===== config.mk =====
export PLATFORM = sky130hd
export DESIGN_NAME = gnss_power_mode_controller
export DESIGN_NICKNAME = d
export VERILOG_FILES = /design/src/rtl/gpmc_pkg.sv /design/src/rtl/gpmc_step.sv /design/src/rtl/gnss_power_mode_controller.sv
export SDC_FILE = /design/constraint.sdc
export NUM_CORES = 1
export LEC_CHECK = 0
export BUFFER_PORTS_ARGS = -buffer_cell sky130_fd_sc_hd__clkbuf_2
export CAP_MARGIN = 15
export CORE_MARGIN = 2
export CORE_UTILIZATION = 55
export CTS_BUF_LIST = sky130_fd_sc_hd__clkbuf_8
export CTS_CLUSTER_DIAMETER = 100
export CTS_CLUSTER_SIZE = 8
export DETAILED_ROUTE_END_ITERATION = 7
export GPL_ROUTABILITY_DRIVEN = 1
export GPL_TIMING_DRIVEN = 1
export PLACE_DENSITY_LB_ADDON = 0.12
export SKIP_CTS_REPAIR_TIMING = 1
export SLEW_MARGIN = 10
export SYNTH_ARGS = -nofsm -noshare
export SYNTH_HDL_FRONTEND = slang
export SYNTH_SLANG_ARGS = --single-unit

===== constraint.sdc =====
create_clock -name i_clk -period 8.4 [get_ports i_clk]
set_clock_uncertainty 0.15 [all_clocks]
set_input_delay 0.42 -clock i_clk [delete_from_list [all_inputs] [get_ports i_clk]]
set_output_delay 0.42 -clock i_clk [all_outputs]
set_load 0.01 [all_outputs]

===== src/rtl/gpmc_pkg.sv =====
`default_nettype none

package gpmc_pkg;

    localparam int unsigned FLAG_W   = 7;
    localparam int unsigned STATUS_W = 16;
    localparam int unsigned ACCUM_W  = 24;
    localparam int unsigned ELAPSED_W = 16;
    localparam int unsigned CODE_W   = 4;
    localparam int unsigned REQ_W    = 3;
    localparam int unsigned CTRL_W   = 3;
    localparam int unsigned CFG_IDX_W = 2;
    localparam int unsigned CFG_DATA_W = 24;

    // mode flag bit positions
    localparam int unsigned FL_INIT = 0;
    localparam int unsigned FL_READ = 1;
    localparam int unsigned FL_IDLE = 2;
    localparam int unsigned FL_LP   = 3;
    localparam int unsigned FL_LPEN = 4;
    localparam int unsigned FL_LPEX = 5;
    localparam int unsigned FL_RST  = 6;

    localparam logic [FLAG_W-1:0]    FLAGS_RESET     = 7'h03;
    localparam logic [STATUS_W-1:0]  FAULT_MASK_RESET = 16'h001A;
    localparam logic [ACCUM_W-1:0]   WAKE_DELAY_RESET = 24'd150000;
    localparam logic [CODE_W-1:0]    OVERFLOW_RESET   = 4'd4;
    localparam logic [ACCUM_W-1:0]   ACCUM_MAX        = {ACCUM_W{1'b1}};

    // command codes
    localparam logic [REQ_W-1:0] REQ_NONE  = 3'd0;
    localparam logic [REQ_W-1:0] REQ_READ  = 3'd1;
    localparam logic [REQ_W-1:0] REQ_IDLE  = 3'd2;
    localparam logic [REQ_W-1:0] REQ_LPEN  = 3'd3;
    localparam logic [REQ_W-1:0] REQ_LPEX  = 3'd4;
    localparam logic [REQ_W-1:0] REQ_RESET = 3'd5;

    // configuration register indexes
    localparam logic [CFG_IDX_W-1:0] CFG_FAULT_MASK = 2'd0;
    localparam logic [CFG_IDX_W-1:0] CFG_WAKE_DELAY = 2'd1;
    localparam logic [CFG_IDX_W-1:0] CFG_OVERFLOW   = 2'd2;

    // reported state codes
    localparam logic [CTRL_W-1:0] CODE_INIT  = 3'd0;
    localparam logic [CTRL_W-1:0] CODE_READ  = 3'd1;
    localparam logic [CTRL_W-1:0] CODE_IDLE  = 3'd2;
    localparam logic [CTRL_W-1:0] CODE_LPEN  = 3'd3;
    localparam logic [CTRL_W-1:0] CODE_LPEX  = 3'd4;
    localparam logic [CTRL_W-1:0] CODE_FAULT = 3'd5;
    localparam logic [CTRL_W-1:0] CODE_RESET = 3'd6;

    typedef enum logic [6:0] {
        S_INIT  = 7'b0000001,
        S_READ  = 7'b0000010,
        S_IDLE  = 7'b0000100,
        S_LPEN  = 7'b0001000,
        S_LPEX  = 7'b0010000,
        S_FAULT = 7'b0100000,
        S_RESET = 7'b1000000
    } t_mode_state;

    typedef struct packed {
        logic [REQ_W-1:0]     req_type;
        logic                 tx_ready;
        logic [CODE_W-1:0]    data_status;
        logic [CODE_W-1:0]    flush_status;
        logic [ELAPSED_W-1:0] elapsed_us;
    } t_item;

    typedef struct packed {
        logic [STATUS_W-1:0] fault_mask;
        logic [ACCUM_W-1:0]  wake_delay_us;
        logic [CODE_W-1:0]   overflow_code;
    } t_cfg;

    typedef struct packed {
        t_mode_state         mode_state;
        logic [FLAG_W-1:0]   mode_flags;
        logic [STATUS_W-1:0] status_onehot;
        logic [STATUS_W-1:0] fault_hold;
        logic [ACCUM_W-1:0]  wake_accum;
        logic                pin_level;
    } t_ctx;

    typedef struct packed {
        logic [CTRL_W-1:0]   ctrl_state;
        logic                low_power;
        logic [STATUS_W-1:0] fault_word;
        logic                wake_pin;
        logic                read_request;
        logic                flush_request;
    } t_result;

    function automatic logic [CTRL_W-1:0] state_code(input t_mode_state s);
        logic [CTRL_W-1:0] c;
        unique case (s)
            S_INIT:  c = CODE_INIT;
            S_READ:  c = CODE_READ;
            S_IDLE:  c = CODE_IDLE;
            S_LPEN:  c = CODE_LPEN;
            S_LPEX:  c = CODE_LPEX;
            S_FAULT: c = CODE_FAULT;
            S_RESET: c = CODE_RESET;
            default: c = CODE_INIT;
        endcase
        return c;
    endfunction

endpackage

`default_nettype wire


===== src/rtl/gpmc_step.sv =====
`default_nettype none

module gpmc_step
    import gpmc_pkg::*;
(
    input  wire t_ctx    i_ctx,
    input  wire t_item   i_item,
    input  wire t_cfg    i_cfg,
    output t_ctx         o_ctx,
    output t_result      o_result
);

    logic [FLAG_W-1:0]   w_flags;
    logic [STATUS_W-1:0] w_status;
    logic [STATUS_W-1:0] w_hold;
    logic                w_flt;
    t_mode_state         w_next;
    logic [ACCUM_W:0]    w_sum;
    logic [ACCUM_W-1:0]  w_accum;
    logic                w_rd;
    logic                w_fl;

    // command, then pending status into fault code
    always_comb begin
        w_flags = i_ctx.mode_flags;
        case (i_item.req_type)
            REQ_READ: begin
                w_flags[FL_READ] = 1'b1;
                w_flags[FL_IDLE] = 1'b0;
            end
            REQ_IDLE: begin
                w_flags[FL_IDLE] = 1'b1;
                w_flags[FL_READ] = 1'b0;
            end
            REQ_LPEN:  w_flags[FL_LPEN] = 1'b1;
            REQ_LPEX:  w_flags[FL_LPEX] = 1'b1;
            REQ_RESET: w_flags[FL_RST]  = 1'b1;
            default: ;
        endcase
        if (i_ctx.status_onehot != '0) begin
            w_hold   = i_ctx.status_onehot & i_cfg.fault_mask;
            w_status = '0;
        end else begin
            w_hold   = i_ctx.fault_hold;
            w_status = i_ctx.status_onehot;
        end
        w_flt = (w_hold != '0);
    end

    always_comb begin
        unique case (i_ctx.mode_state)
            S_INIT: begin
                if (w_flt)                  w_next = S_FAULT;
                else if (w_flags[FL_INIT])  w_next = S_INIT;
                else if (w_flags[FL_READ])  w_next = S_READ;
                else if (w_flags[FL_IDLE])  w_next = S_IDLE;
                else                        w_next = S_INIT;
            end
            S_READ: begin
                if (w_flt)                  w_next = S_FAULT;
                else if (w_flags[FL_LPEN])  w_next = S_LPEN;
                else if (w_flags[FL_IDLE])  w_next = S_IDLE;
                else                        w_next = S_READ;
            end
            S_IDLE: begin
                if (w_flt)                  w_next = S_FAULT;
                else if (w_flags[FL_LP])    w_next = w_flags[FL_LPEX] ? S_LPEX : S_IDLE;
                else if (w_flags[FL_LPEN])  w_next = S_LPEN;
                else if (w_flags[FL_READ])  w_next = S_READ;
                else                        w_next = S_IDLE;
            end
            S_LPEN:  w_next = S_IDLE;
            S_LPEX: begin
                if (w_flt)                  w_next = S_FAULT;
                else if (!w_flags[FL_LP])   w_next = w_flags[FL_READ] ? S_READ : S_IDLE;
                else                        w_next = S_LPEX;
            end
            S_FAULT: w_next = (w_flags[FL_RST] || !w_flt) ? S_RESET : S_FAULT;
            S_RESET: w_next = S_INIT;
            default: w_next = S_INIT;
        endcase
    end

    // state action
    always_comb begin
        o_ctx               = i_ctx;
        o_ctx.mode_state    = w_next;
        o_ctx.mode_flags    = w_flags;
        o_ctx.status_onehot = w_status;
        o_ctx.fault_hold    = w_hold;
        w_rd  = 1'b0;
        w_fl  = 1'b0;
        w_sum = {1'b0, i_ctx.wake_accum} + {{(ACCUM_W + 1 - ELAPSED_W){1'b0}}, i_item.elapsed_us};
        w_accum = w_sum[ACCUM_W] ? ACCUM_MAX : w_sum[ACCUM_W-1:0];
        unique case (w_next)
            S_INIT: begin
                o_ctx.mode_flags[FL_INIT] = 1'b0;
                o_ctx.mode_flags[FL_RST]  = 1'b0;
            end
            S_READ: begin
                if (i_item.tx_ready) begin
                    o_ctx.status_onehot = STATUS_W'(1) << i_item.data_status;
                    w_rd = 1'b1;
                end
            end
            S_LPEN: begin
                o_ctx.pin_level           = 1'b0;
                o_ctx.mode_flags[FL_LP]   = 1'b1;
                o_ctx.mode_flags[FL_LPEN] = 1'b0;
            end
            S_LPEX: begin
                o_ctx.pin_level  = 1'b1;
                o_ctx.wake_accum = w_accum;
                if (w_accum >= i_cfg.wake_delay_us) begin
                    o_ctx.wake_accum    = '0;
                    w_fl                = 1'b1;
                    o_ctx.status_onehot = STATUS_W'(1) << i_item.flush_status;
                    if (i_item.flush_status == i_cfg.overflow_code) begin
                        o_ctx.mode_flags[FL_LP]   = 1'b0;
                        o_ctx.mode_flags[FL_LPEX] = 1'b0;
                    end
                end
            end
            S_FAULT: begin
                o_ctx.mode_flags[FL_LP]   = 1'b0;
                o_ctx.mode_flags[FL_LPEN] = 1'b0;
                o_ctx.mode_flags[FL_LPEX] = 1'b0;
                o_ctx.wake_accum          = '0;
            end
            S_RESET: o_ctx.fault_hold = '0;
            default: ;
        endcase
    end

    always_comb begin
        o_result.ctrl_state    = state_code(o_ctx.mode_state);
        o_result.low_power     = o_ctx.mode_flags[FL_LP];
        o_result.fault_word    = o_ctx.fault_hold;
        o_result.wake_pin      = o_ctx.pin_level;
        o_result.read_request  = w_rd;
        o_result.flush_request = w_fl;
    end

endmodule

`default_nettype wire


===== src/rtl/gnss_power_mode_controller.sv =====
`default_nettype none

// Power-mode controller for a receiver module: each accepted input transaction is one
// controller step (command, device ready line, read and flush status codes, elapsed
// microseconds) and yields exactly one result transaction with the new state, the
// low-power flag, the masked fault code, the wake-pin level and the read and flush
// strobes. Steps are taken one per clock while the output side keeps up: a transaction is
// captured in the input register, and the step logic reads it from there and writes
// the result into the output register. The output register stalls the step stage only
// when it is full and not being taken. Configuration writes are always taken (cfg_ready
// is held high).
module gnss_power_mode_controller
    import gpmc_pkg::*;
(
    input  wire                  i_clk,
    input  wire                  i_rst_n,
    input  wire                  s_axis_tvalid,
    output logic                 s_axis_tready,
    // [0] tx_ready, [4:1] data_status, [8:5] flush_status, [24:9] elapsed_us
    input  wire  [31:0]          s_axis_tdata,
    // [2:0] req_type
    input  wire  [REQ_W-1:0]     s_axis_tuser,
    output logic                 m_axis_tvalid,
    input  wire                  m_axis_tready,
    // [2:0] ctrl_state, [3] low_power, [19:4] fault_word, [20] wake_pin,
    // [21] read_request, [22] flush_request
    output logic [23:0]          m_axis_tdata,
    input  wire                  i_cfg_valid,
    output logic                 o_cfg_ready,
    input  wire  [CFG_IDX_W-1:0] i_cfg_index,
    input  wire  [CFG_DATA_W-1:0] i_cfg_data
);

    t_cfg    r_cfg;
    t_ctx    r_ctx;
    t_ctx    n_ctx;
    t_item   r_item;
    logic    r_in_valid;
    t_result r_out;
    t_result n_out;
    logic    r_out_valid;
    logic    w_adv;

    assign o_cfg_ready = 1'b1;

    always_ff @(posedge i_clk) begin
        if (!i_rst_n) begin
            r_cfg.fault_mask    <= FAULT_MASK_RESET;
            r_cfg.wake_delay_us <= WAKE_DELAY_RESET;
            r_cfg.overflow_code <= OVERFLOW_RESET;
        end else if (i_cfg_valid) begin
            unique case (i_cfg_index)
                CFG_FAULT_MASK: r_cfg.fault_mask    <= i_cfg_data[STATUS_W-1:0];
                CFG_WAKE_DELAY: r_cfg.wake_delay_us <= i_cfg_data[ACCUM_W-1:0];
                CFG_OVERFLOW:   r_cfg.overflow_code <= i_cfg_data[CODE_W-1:0];
                default: ;
            endcase
        end
    end

    assign w_adv         = r_in_valid && (!r_out_valid || m_axis_tready);
    assign s_axis_tready = !r_in_valid || w_adv;

    always_ff @(posedge i_clk) begin
        if (!i_rst_n) begin
            r_in_valid <= 1'b0;
        end else if (s_axis_tready) begin
            r_in_valid <= s_axis_tvalid;
        end
    end

    always_ff @(posedge i_clk) begin
        if (s_axis_tready && s_axis_tvalid) begin
            r_item.req_type     <= s_axis_tuser;
            r_item.tx_ready     <= s_axis_tdata[0];
            r_item.data_status  <= s_axis_tdata[4:1];
            r_item.flush_status <= s_axis_tdata[8:5];
            r_item.elapsed_us   <= s_axis_tdata[24:9];
        end
    end

    gpmc_step u_step (
        .i_ctx    (r_ctx),
        .i_item   (r_item),
        .i_cfg    (r_cfg),
        .o_ctx    (n_ctx),
        .o_result (n_out)
    );

    always_ff @(posedge i_clk) begin
        if (!i_rst_n) begin
            r_ctx.mode_state    <= S_INIT;
            r_ctx.mode_flags    <= FLAGS_RESET;
            r_ctx.status_onehot <= '0;
            r_ctx.fault_hold    <= '0;
            r_ctx.wake_accum    <= '0;
            r_ctx.pin_level     <= 1'b1;
        end else if (w_adv) begin
            r_ctx <= n_ctx;
        end
    end

    always_ff @(posedge i_clk) begin
        if (!i_rst_n) begin
            r_out_valid <= 1'b0;
        end else if (w_adv) begin
            r_out_valid <= 1'b1;
        end else if (m_axis_tready) begin
            r_out_valid <= 1'b0;
        end
    end

    always_ff @(posedge i_clk) begin
        if (w_adv) begin
            r_out <= n_out;
        end
    end

    assign m_axis_tvalid = r_out_valid;
    assign m_axis_tdata  = {1'b0, r_out.flush_request, r_out.read_request, r_out.wake_pin,
                            r_out.fault_word, r_out.low_power, r_out.ctrl_state};

`ifndef NO_ASSERTIONS
    // a step performs at most one device read
    a_one_read: assert property (@(posedge i_clk) disable iff (!i_rst_n)
        r_out_valid |-> !(r_out.read_request && r_out.flush_request))
        else $error("read and flush strobes in the same step");

    // flush reads only happen in low-power exit
    a_flush_state: assert property (@(posedge i_clk) disable iff (!i_rst_n)
        (r_out_valid && r_out.flush_request) |-> (r_out.ctrl_state == CODE_LPEX))
        else $error("flush strobe outside low-power exit");

    // fault handling drops low power, reset clears the fault code
    a_fault_lp: assert property (@(posedge i_clk) disable iff (!i_rst_n)
        (r_out_valid && r_out.ctrl_state == CODE_FAULT) |-> !r_out.low_power)
        else $error("low power held in fault state");

    a_reset_clear: assert property (@(posedge i_clk) disable iff (!i_rst_n)
        (r_out_valid && r_out.ctrl_state == CODE_RESET) |-> (r_out.fault_word == '0))
        else $error("fault code not cleared in reset state");

    // the step stage never overwrites a result that is still waiting
    a_no_overwrite: assert property (@(posedge i_clk) disable iff (!i_rst_n)
        (r_out_valid && !m_axis_tready) |=> (r_out_valid && $stable(r_out)))
        else $error("pending result lost");
`endif

endmodule

`default_nettype wire


# ---- After elaboration in Yosys (flattened, before gate mapping)
# Index checks and enable logic that the tools add are counted.
dict set report op_classes {
  n_addsub 1
  mul 0
  div 0
  magnitude_cmp 1
  n_eq_ne 21
  shift 2
  n_mux 43
  bitwise_logic 1
  n_reduce_logical 19
}
# op n
set ops {}
lappend ops {{$mux 16} 5}
lappend ops {{$mux 7} 11}
lappend ops {{$mux 24} 2}
lappend ops {{$pmux 24 s2} 1}
lappend ops {{$pmux 7 s6} 1}
lappend ops {{$pmux 16 s2} 1}
lappend ops {{$reduce_bool 16->1} 2}
lappend ops {{$shl 1x4->16 const A} 2}
lappend ops {{$add 24x16->25} 1}
lappend ops {{$ge 24x24->1} 1}
lappend ops {{$pmux 3 s6} 1}
lappend ops {{$and 16x16->16} 1}
lappend ops {{$eq 7x1->1 const B} 2}
lappend ops {{$eq 7x2->1 const B} 2}
lappend ops {{$eq 7x3->1 const B} 2}
lappend ops {{$eq 7x4->1 const B} 2}
lappend ops {{$eq 7x5->1 const B} 2}
lappend ops {{$eq 7x6->1 const B} 2}
lappend ops {{$mux 1} 13}
lappend ops {{$reduce_and 2->1} 5}
lappend ops {{$mux 3} 3}
lappend ops {{$eq 7x7->1 const B} 1}
lappend ops {{$eq 3x2->1 const B} 2}
lappend ops {{$eq 3x3->1 const B} 2}
lappend ops {{other kinds (14)} 21}
dict set report totals {
  ff_bits 168
  latch_bits 0
  ramBits 0
  romBits 0
  inputBits 66
  output_inout_bits 27
  wordCells 111
  mem_count 0
}

# ---- Logic depth before layout (Yosys ltp)
# Gate-level depths: netlist of the first run.
dict set report depth {
  word_depth 10
  mapped_depth 19
  ltp_nobuf 17
}

# ---- Cells and area by module
# Synthesis of the first run repeated with hierarchy kept, for this count alone.
dict set report unflattened {
  cells_unflattened 1049
  area_unflattened_um2 9173.8
}
# mod n_inst cells_each area_each_um2 seq_area_each_um2
set modules_own_cells {}
lappend modules_own_cells {gnss_power_mode_controller 1 558 6007.0 3873.7}
lappend modules_own_cells {gpmc_step 1 491 3166.8 0.0}

# ---- Worst setup path before layout of the first run
# Ideal clock, no wire load.
dict set report synth_path {
  path_kind {reg2reg}
  start {reg r_item[0] in the netlist's numbering}
  end {reg r_ctx[24] in the netlist's numbering}
  setup_time_ns 0.058
  arrival_time_ns 4.384
  required_ns 8.192
  path_slack_ns 3.808
  path_stages_with_launch 18
  path_buffers 1
  period_less_slack_ns 4.592
  cell_sequence {edfxtp_1 > ha_1 > fa_1 > a211oi_1 > o211ai_1 > nand2_1 > o41ai_4 > nand3_1 > clkbuf_1 > nand2_1 > ha_1 > a2111oi_0 > nor3_1 > a211o_1 > nor2b_1 > or4_4 > nor4b_2 > o22a_1}
}
dict set report synth_between {
  elab_chain_cells 5
}
# item line_no
set synth_lines {}
lappend synth_lines {{from (decl)} gnss_power_mode_controller.sv:37} ;# t_item r_item;
lappend synth_lines {{$add 24x16->25 (*)} gpmc_step.sv:93} ;# w_sum = {1'b0, i_ctx.wake_accum} + {{(ACCUM_W + 1 - ELAPSED_W){1'b0}}, i_item.elapsed_us};
lappend synth_lines {{$mux 24 (*)} gpmc_step.sv:94} ;# w_accum = w_sum[ACCUM_W] ? ACCUM_MAX : w_sum[ACCUM_W-1:0];
lappend synth_lines {{$ge 24x24->1} gpmc_step.sv:114} ;# if (w_accum >= i_cfg.wake_delay_us) begin
lappend synth_lines {{$mux 24 (*)} gpmc_step.sv:114}
lappend synth_lines {{$pmux 24 s2 (*)} gpmc_step.sv:95} ;# unique case (w_next)
lappend synth_lines {{to (signal assigned)} gnss_power_mode_controller.sv:99} ;# r_ctx <= n_ctx;
lappend synth_lines {{to (decl)} gnss_power_mode_controller.sv:35} ;# t_ctx r_ctx;
# Every way passes the cells marked *; elsewhere a longest branch is shown, timed or not.
# A chain may end at the register's enable or synchronous reset.

# ---- Final worst setup path of the first run
dict set report layout_path {
  start {reg r_item[3] in the netlist's numbering}
  end {reg r_ctx[24] in the netlist's numbering}
}
# Same word-level chain as after synthesis.

==> results.yml, run 1 <==
status:
  status: "finished clean"
layout:
  antennaDiodeCount: 0
  regArea_um2: 3870
  nets: 1080
  multi_input_area_um2: 4010
  n_fill_cell: 1229
  syn_to_final_growth_pct: 14.2
  layout-drive-gt1-share_pct: 13.9
sta:
  max_slew_margin_pct: 24.4
  tightest_slew_ns: 1.13
  fin_crit_sh_pct: 67.7
  rsz0062_at_grt: "no"
  hold_viol: 0
  slew_violations: 0
  timing.setup.tns_ns: 0
  finalSetupViolCount: 0
  fmax_mhz: 176
  fin_crit_ns: 5.68
clock_network:
  clk_latency_ns: 0.46
  cts_sinks: 168
  cts_tree: "done"
  htree_num_levels: 4
  clock_path_buffers: 2
  cts.reportedPaths.clkPinSlew_ns: 0.08
  cts_buffers: 17
  root_buffer: "clkbuf_8"
synth:
  ys_warn_count: 0
  syn_area_um2: 8210
  synth.distinct_cells: 76
  synth_cells: 877
  synth_nets: 984
  synth_seq_cells: 168
  synth_edf_count: 51
  synthFlopType: "dfxtp_1"
  yosys.area.top_type: "dfxtp_1"
  synth_top_area_share_pct: 28.5
  yosys-top-cells-area: "dfxtp_1 29%, edfxtp_1 19%, nand2_1 6.5%"
  ys_async_sr_fraction_pct: 0
  avgSynthCellArea_um2: 9.36
  ys_seq_area_share_pct: 47.2
pwr:
  total_power_mw: 1.55
  p_per_area_nw_per_um2: 165
  ir_worst_vdd_v: 0.0000979
  p_leak_nw: 3.79
setup_path:
  crit_chain: "ha_1 > o21ai_0 > o211ai_1 > nand2_1 > o41ai_4 > nand3_1 > nand2_1 > ha_1 > a2111oi_0 > o21ai_0 > a211o_1 > nor2b_1 > or4_4 > nor4b_2 > o22a_1"
  critPathKind: "flip-flop to flip-flop"
  rr_worst_depth: 15
  crit_arrival_ns: 5.93
  cp-end-kind: "flip-flop"
  crit_path_max_fanout: 15
  crit_path_top_delay_cell: "o41ai_4"
  cpPeakStageDelay_ns: 0.66
  crit_family: "simple AND/OR/NAND/NOR gates"
  crit_buf_inv: 0
  path_depth: 15
  cp.required_ns: 8.65
  worstSetupStartpointType: "flip-flop"
floorplan:
  ios: 93
  dieArea_um2: 15900
  rows: 44
  start_util_pct: 56.5
  die_x_um: 126
  chipHeight_um: 126
  core_area_um2: 14500
place:
  gp_congestion: 0.946
  portBuffers: 83
  dp_hpwl_um: 14700
detailed_routing:
  first_iter_violations: 748
  wl_per_cell_um: 17.6
  num_vias: 7037
  routed_via_density: 6.01
  ant_nets: 0
  drc: 0
  wl_um: 20500
  firstDrtPassIters: 5
global_routing:
  gr-total-overflow: 0
  grt_pass1_vias: 6630
  antenna_found_initial: 0
  grt_pass1_wl_um: 32800
  grt_usage_pct: 25.8
  grt_max_degree: 55
min_path:
  hp-class: "input port to flip-flop"
  hold_depth: 3
job:
  drv_cap: 0
-- sequential cells by signal (all words and copies together) (netlist names) --
name / count
m_axis_tdata: 23
m_axis_tvalid: 1
r_cfg: 44
r_ctx: 71
r_in_valid: 1
r_item: 28
-- tightest hold or removal path, stage by stage --
cell and delay (ns):
clkbuf_2 0.08, nand2_1 0.05, a21oi_1 0.05
-- layout make-up --
cell class	count	share of cell area [%]
well taps	184	2.46
clock inverters	12	0.948
flip-flops and latches	168	41.3
multi-input cells	627	42.8
repair buffers	116	7.82
clock buffers	20	2.94
inverters	43	1.72
-- cells by family after synthesis --
group                      share of synthesized area (%)
buffers and inverters                               4.04
other                                             0.0915
AOI/OAI and AO/OA                                   20.7
DFF                                                 47.2
xor gates and xnor gates                            1.71
and+or+nand+nor                                     19.0
muxes                                              0.869
adders and majority gates                           6.34
-- path summary, 6_finish.rpt --
check / startpoint / slack (ns) / endpoint
setup / recovery: r_item[3] / 2.72 / r_ctx[24]
hold / removal: i_cfg_data[16] / 0.03 / r_cfg[20]
setup reg to reg: r_item[3] / 2.72 / r_ctx[24]
hold reg to reg: r_cfg[6] / 0.31 / r_cfg[6]
-- power breakdown --
part / total (mW) / internal, mW / switching, mW
clock: 0.537 / 0.252 / 0.285
combinational: 0.137 / 0.0548 / 0.0826
sequential: 0.874 / 0.857 / 0.0163
total: 1.55 / 1.16 / 0.384
-- placed cells by master (no fill, tap or decap), types with 8 or more instances in the layout --
cell and count:
dfxtp_1 117, nor3_1 14, nand2b_1 8, a22o_1 17, nand2_1 142, a21oi_1 62
inv_1 44, nand4_1 10, a211oi_1 9, dlygate4sd3_1 28, nand3_1 19, nor4_1 10
o211ai_1 16, clkbuf_8 20, edfxtp_1 51, o21ai_0 19, clkbuf_2 83, nor2_1 67
xnor2_1 11, a32oi_1 17, a22oi_1 26, ha_1 40, o221ai_1 16
-- per-layer routing --
layer	global-route usage (%)	routed length [um]
met1	32.6	8870
met5	0	0
met3	5.48	934
met4	9.57	495
met2	43.5	10200
-- Yosys cell counts (14+ instances only) --
cell type and n:
dfxtp_1 117, inv_1 39, o211ai_1 16, ha_1 40
a32oi_1 17, nand2_1 142, edfxtp_1 51, o221ai_1 16
nor2_1 67, a21oi_1 62, o21ai_0 19, nand3_1 19
a22o_1 17, clkbuf_1 25, a22oi_1 26, nor3_1 14
-- stage by stage --
stage / util, % / cells / setup WS (ns) / hold WS (ns) / instance area [um^2]
2_1_floorplan: - / 877 / 3.81 / 0.280 / 8210
3_3_place_gp: 60.0 / 1110 / 2.89 / 0.293 / 8730
3_5_place_dp: 60.0 / 1110 / 2.87 / 0.297 / 8730
4_1_cts: 62.6 / 1142 / 2.80 / -0.0421 / 9090
5_1_grt: 64.5 / 1170 / 2.29 / 0.0115 / 9370
6_report: 64.5 / 1170 / 2.72 / 0.0331 / 9370
Power figures use the tool's default switching activity.
==> run 2, diff against run 1 <==
Clock period 8.4 ns to 5.3 ns, I/O delays scaled along.
==> run 2 against run 1 <==
- critical path depth increased by 2
- cell area is 4.0% higher
- routed wire length rose by 4.9%
- via count rose by 3.9%
- sequential power is 59% higher
- non-clock buffer count up 34
- setup slack got worse by 2.4 ns
- clock power up 69%
- critical endpoint unchanged
- largest cell class unchanged
==> results.yml, run 2 (synthesized netlist as in run 1, its figures left out) <==
status:
  status: "finished clean"
global_routing:
  grt_usage_pct: 26.1
  grt_pass1_wl_um: 33100
  grt_max_degree: 61
  gr-total-overflow: 0
  grt_pass1_vias: 6546
  antenna_found_initial: 0
detailed_routing:
  drc: 0
  firstDrtPassIters: 6
  first_iter_violations: 717
  wl_um: 21600
  routed_via_density: 6.07
  wl_per_cell_um: 17.9
  ant_nets: 0
  num_vias: 7314
setup_path:
  cp-end-kind: "flip-flop"
  cp.required_ns: 5.56
  r2r_setup_slack_ns: 0.29
  crit_chain: "ha_1 > fa_1 > a211oi_1 > o211ai_1 > nand2_1 > o41ai_4 > nand3_1 > buf_4 > o21ai_0 > ha_1 > a2111oi_0 > o21ai_0 > a211o_1 > nor2b_4 > or4_4 > nor4b_2 > o22a_1"
  crit_path_max_fanout: 8
  crit_path_top_delay_cell: "or4_4"
  cpPeakStageDelay_ns: 0.59
  rr_worst_depth: 17
  crit-reg2reg-launch: "r_item[0]"
  r2r-end: "r_ctx[24]"
  critPathKind: "flip-flop to flip-flop"
  worstSetupStartpointType: "flip-flop"
  crit_arrival_ns: 5.27
floorplan:
  die_x_um: 126
  dieArea_um2: 15900
  chipHeight_um: 126
  core_area_um2: 14500
  ios: 93
  rows: 44
  start_util_pct: 56.5
clock_network:
  cts_sinks: 168
  root_buffer: "clkbuf_8"
  cts_tree: "done"
  clock_path_buffers: 2
  cts.reportedPaths.clkPinSlew_ns: 0.09
  cts_buffers: 17
  clk_latency_ns: 0.46
  htree_num_levels: 4
sta:
  fmax_mhz: 199
  timing.setup.tns_ns: 0
  fin_crit_sh_pct: 94.6
  slew_violations: 0
  fin_crit_ns: 5.01
  tightest_slew_ns: 1.23
  rsz0062_at_grt: "no"
  max_slew_margin_pct: 17.3
  hold_viol: 0
  finalSetupViolCount: 0
layout:
  layout_commonest_cell: "nand2_1"
  final_core_util_pct: 67.1
  reg_top3: "r_ctx: 71 flops, r_cfg: 44 flops, r_item: 28 flops"
  largest_reg_flops: 71
  syn_to_final_growth_pct: 18.7
  layout-drive-gt1-share_pct: 14.5
  n_fill_cell: 1160
  top_register: "r_ctx"
  antennaDiodeCount: 0
  nets: 1114
  mostFrequentLayoutCells: "142 x nand2_1, 117 x dfxtp_1, 83 x clkbuf_2"
pwr:
  netSwitchingPower_mw: 0.630
  p_per_area_nw_per_um2: 260
  p_clk_share_pct: 35.9
  switching_share_pct: 24.9
  p_leak_nw: 3.95
  seq_power_share_pct: 54.7
  total_power_mw: 2.53
  internal-power_mw: 1.90
  ir_worst_vdd_v: 0.000163
  share_comb_of_total_power_pct: 9.3
min_path:
  worstHoldStart: "i_cfg_index[1]"
  hold_path_end: "r_cfg[28]"
  hp-class: "input port to flip-flop"
  hold_depth: 5
job:
  drv_cap: 0
place:
  gp_congestion: 0.939
  dp_hpwl_um: 15000
  portBuffers: 83
[run 2: how the worst max path moves through the flow]
stage	startpoint	endpoint	slack, ns	cells after the start
floorplan	r_item[0]	r_ctx[24]	0.71	17
global placement	r_ctx[1]	r_ctx[24]	0.30	17
detailed placement	r_ctx[1]	r_ctx[24]	0.08	17
CTS	r_ctx[1]	r_ctx[24]	0.03	17
global route	r_item[1]	r_ctx[24]	0.04	17
finish	r_item[0]	r_ctx[24]	0.29	17
[run 2: stage by stage]
step	setup WS (ns)	cell area [um^2]	std cells	hold slack (ns)
after floorplan	0.708	8210	877	0.214
after global placement	0.298	8790	1117	0.292
after detailed placement	0.0840	8790	1117	0.294
after CTS	0.0331	9180	1149	-0.201
after global routing	0.0427	9750	1204	0.198
final	0.285	9750	1204	0.191
[run 2: per-layer routing]
| layer | global-route usage, % | up-vias | routed length, um |
|---|---|---|---|
| li1 | - | 3503 | - |
| met1 | 33.4 | 3468 | 8810 |
| met2 | 43.6 | 292 | 10700 |
| met3 | 4.38 | 51 | 1310 |
| met4 | 11.6 | 0 | 705 |
| met5 | 0 | - | 0 |
[run 2: cell type report]
type / instances / area, um^2 / share of cell area [%]
Sequential cell: 168 / 3870 / 39.7
Timing Repair Buffer: 150 / 1070 / 10.9
Clock buffer: 19 / 262 / 2.68
Clock inverter: 13 / 129 / 1.32
Inverter: 43 / 161 / 1.66
Tap cell: 184 / 230 / 2.36
Multi-Input combinational cell: 627 / 4030 / 41.3
[run 2: critical path, delay by kind of cell (launching register included)]
| kind | cells | cell delay (ns) |
|---|---|---|
| AO/OA/AOI/OAI | 8 | 1.95 |
| AND/OR/NAND/NOR | 5 | 1.32 |
| adder cells (fa/ha/maj) | 3 | 0.97 |
| flip-flops | 1 | 0.39 |
| buffers and inverters | 1 | 0.17 |
[run 2: power groups by stage]
stage                     clock (mW)  combinational, mW  sequential, mW
after global routing           0.968              0.260            1.39
final                          0.909              0.236            1.39
after global placement             0              0.193            1.41
after floorplan                    0              0.130            1.41
after CTS                      0.921              0.200            1.38
after detailed placement           0              0.199            1.41
==> run 3, diff against run 2 <==
Settings changed: ABC_AREA set to 1.
==> run 3 against run 2 <==
- the flow now finishes with violations (negative hold slack)
- cell area up 11%
- final cell count up 35%
- clock power up 11%
- register-to-register slack better by 0.36 ns
- critical path depth up 6
- synthesized cell count up 46%
- area after synthesis up 12%
- maximum frequency up 7.8%
- power up 16%
- critical path type unchanged
==> results.yml, run 3 <==
clock_network:
  cts_buffers: 17
  cts_tree: "done"
  cts.reportedPaths.clkPinSlew_ns: 0.09
  clk_latency_ns: 0.48
  root_buffer: "clkbuf_8"
  cts_sinks: 168
  htree_num_levels: 4
  clock_path_buffers: 2
sta:
  hold_ws_ns: -0.0378
  tightest_slew_ns: 1.04
  hold_viol: 2
  fin_crit_sh_pct: 87.8
  timing.setup.tns_ns: 0
  slew_violations: 0
  setup_ws_ns: 0.649
  max_slew_margin_pct: 30.3
  fmax_mhz: 215
  fin_crit_ns: 4.65
  rsz0062_at_grt: "no"
  finalSetupViolCount: 0
pwr:
  p_per_area_nw_per_um2: 273
  p_leak_nw: 5.10
  total_power_mw: 2.94
  ir_worst_vdd_v: 0.000150
layout:
  largest_reg_flops: 71
  layout_commonest_cell: "nand2_1"
  final_cells: 1627
  layout-drive-gt1-share_pct: 9.17
  top_register: "r_ctx"
  reg_top3: "r_ctx: 71 flops, r_cfg: 44 flops, r_item: 28 flops"
  syn_to_final_growth_pct: 16.7
  antennaDiodeCount: 0
  mostFrequentLayoutCells: "278 x nand2_1, 156 x nor2_1, 154 x inv_1"
  final_core_util_pct: 65.4
  nets: 1501
  n_fill_cell: 1458
synth:
  syn_area_um2: 9230
  synth_seq_cells: 168
  synth.most_common_cell: "nand2_1"
  synth_nets: 1389
  avgSynthCellArea_um2: 7.20
  synth.distinct_cells: 35
  ys_async_sr_fraction_pct: 0
  netlist_top_cells_count: "278 x nand2_1, 156 x nor2_1, 155 x inv_1"
  synth_cells: 1282
  synth_edf_count: 51
  yosys-top-cells-area: "dfxtp_1 25%, edfxtp_1 17%, nand2_1 11%"
  synthFlopType: "dfxtp_1"
  synth_top_area_share_pct: 25.4
  yosys.area.top_type: "dfxtp_1"
  ys_seq_area_share_pct: 42.0
  ys_warn_count: 0
place:
  portBuffers: 83
  dp_slack_ns: 0.698
  place_inst: 1538
  dp_hpwl_um: 16400
  gp_congestion: 0.942
setup_path:
  cp-end-kind: "flip-flop"
  cp.required_ns: 5.58
  crit_path_max_fanout: 18
  critPathKind: "flip-flop to flip-flop"
  worstSetupStartpointType: "flip-flop"
  r2r_setup_slack_ns: 0.65
  crit_arrival_ns: 4.94
global_routing:
  gr-total-overflow: 0
  grt_max_degree: 83
  antenna_found_initial: 0
  grt_pass1_wl_um: 37300
  grt_usage_pct: 26.1
  grt_pass1_vias: 7639
detailed_routing:
  firstDrtPassIters: 5
  routed_via_density: 5.37
  first_iter_violations: 673
  wl_um: 23500
  wl_per_cell_um: 14.5
  ant_nets: 0
  num_vias: 8734
  drc: 0
floorplan:
  die_x_um: 134
  core_area_um2: 16500
  ios: 93
  start_util_pct: 56.1
  chipHeight_um: 134
  dieArea_um2: 17800
  rows: 47
status:
  violations: "negative hold slack"
  status: "complete, but fails checks"
min_path:
  hp-class: "input port to flip-flop"
job:
  drv_cap: 0
## run 3: changes by cell type in the layout (fill, tap and decap cells not counted), sizes merged, moves of 11 or more
cell | before | now
nand4 | 10 | 46
o221ai | 16 | 0
nand2 | 142 | 278
nand3 | 20 | 81
a22oi | 26 | 0
a21oi | 62 | 106
a22o | 17 | 0
inv | 47 | 159
nor2 | 67 | 160
o21ai | 24 | 119
a211oi | 11 | 0
a32oi | 17 | 0
## run 3: power by group
group | total (mW) | switching (mW) | leakage [nW] | internal [mW]
sequential | 1.44 | 0.0403 | 1.44 | 1.40
combinational | 0.502 | 0.323 | 3.44 | 0.178
clock | 1.01 | 0.514 | 0.224 | 0.493
total | 2.94 | 0.877 | 5.10 | 2.07
## run 3: cells by family after synthesis
family,after synthesis,share of synthesized area [%]
xor gates and xnor gates,15,1.42
adders and majority gates,41,5.64
other,2,0.0814
DFF,168,42.0
buffers and inverters,211,8.92
and+or+nand+nor,592,27.5
AOI/OAI and AO/OA,253,14.4
## run 3: cell type report
cell class	instances	area, um^2	area share (%)
multi-input combinational	903	4540	42.1
sequential	168	3870	36.0
timing repair buffer	147	1060	9.80
inverter	157	591	5.48
tap	220	275	2.56
clock buffer	18	248	2.30
clock inverter	14	190	1.77
## run 3: per-layer routing
metal / up-vias / track usage [%] / part of all wire [%]
met5: - / 0 / 0
met4: 0 / 6.68 / 1.4
met3: 24 / 4.98 / 5.2
met2: 270 / 40.5 / 46
met1: 3976 / 37.5 / 48
li1: 4464 / - / -
## run 3: metrics by stage
| step | area [um^2] | hold slack (ns) |
|---|---|---|
| global route | 10800 | 0.0126 |
| CTS | 10200 | -0.203 |
| global placement | 9750 | 0.282 |
| detailed placement | 9750 | 0.294 |
| floorplan | 9230 | 0.214 |
| finish | 10800 | -0.0378 |
## run 3: final timing paths
| kind | startpoint | endpoint | depth (start not counted) |
|---|---|---|---|
| worst max register to register | r_item[0] | r_ctx[49] | 23 |
| worst min register to register | r_cfg[17] | r_cfg[17] | 2 |
| worst min-delay path | i_cfg_data[21] | r_cfg[25] | 3 |
| worst max-delay path | r_item[0] | r_ctx[49] | 23 |
## run 3: worst max-delay path, stage by stage, from the launching register on
cell,delay [ns]
edfxtp_1,0.39
ha_1,0.25
fa_1,0.43
nand3_1,0.11
nand2_1,0.08
nand3_1,0.07
nand2_1,0.15
nand3_1,0.11
nand2_1,0.38
nor2_1,0.40
inv_1,0.08
ha_1,0.29
nand2_1,0.07
nor2_1,0.15
nand4_1,0.11
nand3b_1,0.17
nand4_1,0.11
buf_4,0.21
inv_1,0.19
nor2_4,0.38
nand2_1,0.10
nand3_1,0.09
nand2_1,0.07
inv_1,0.05
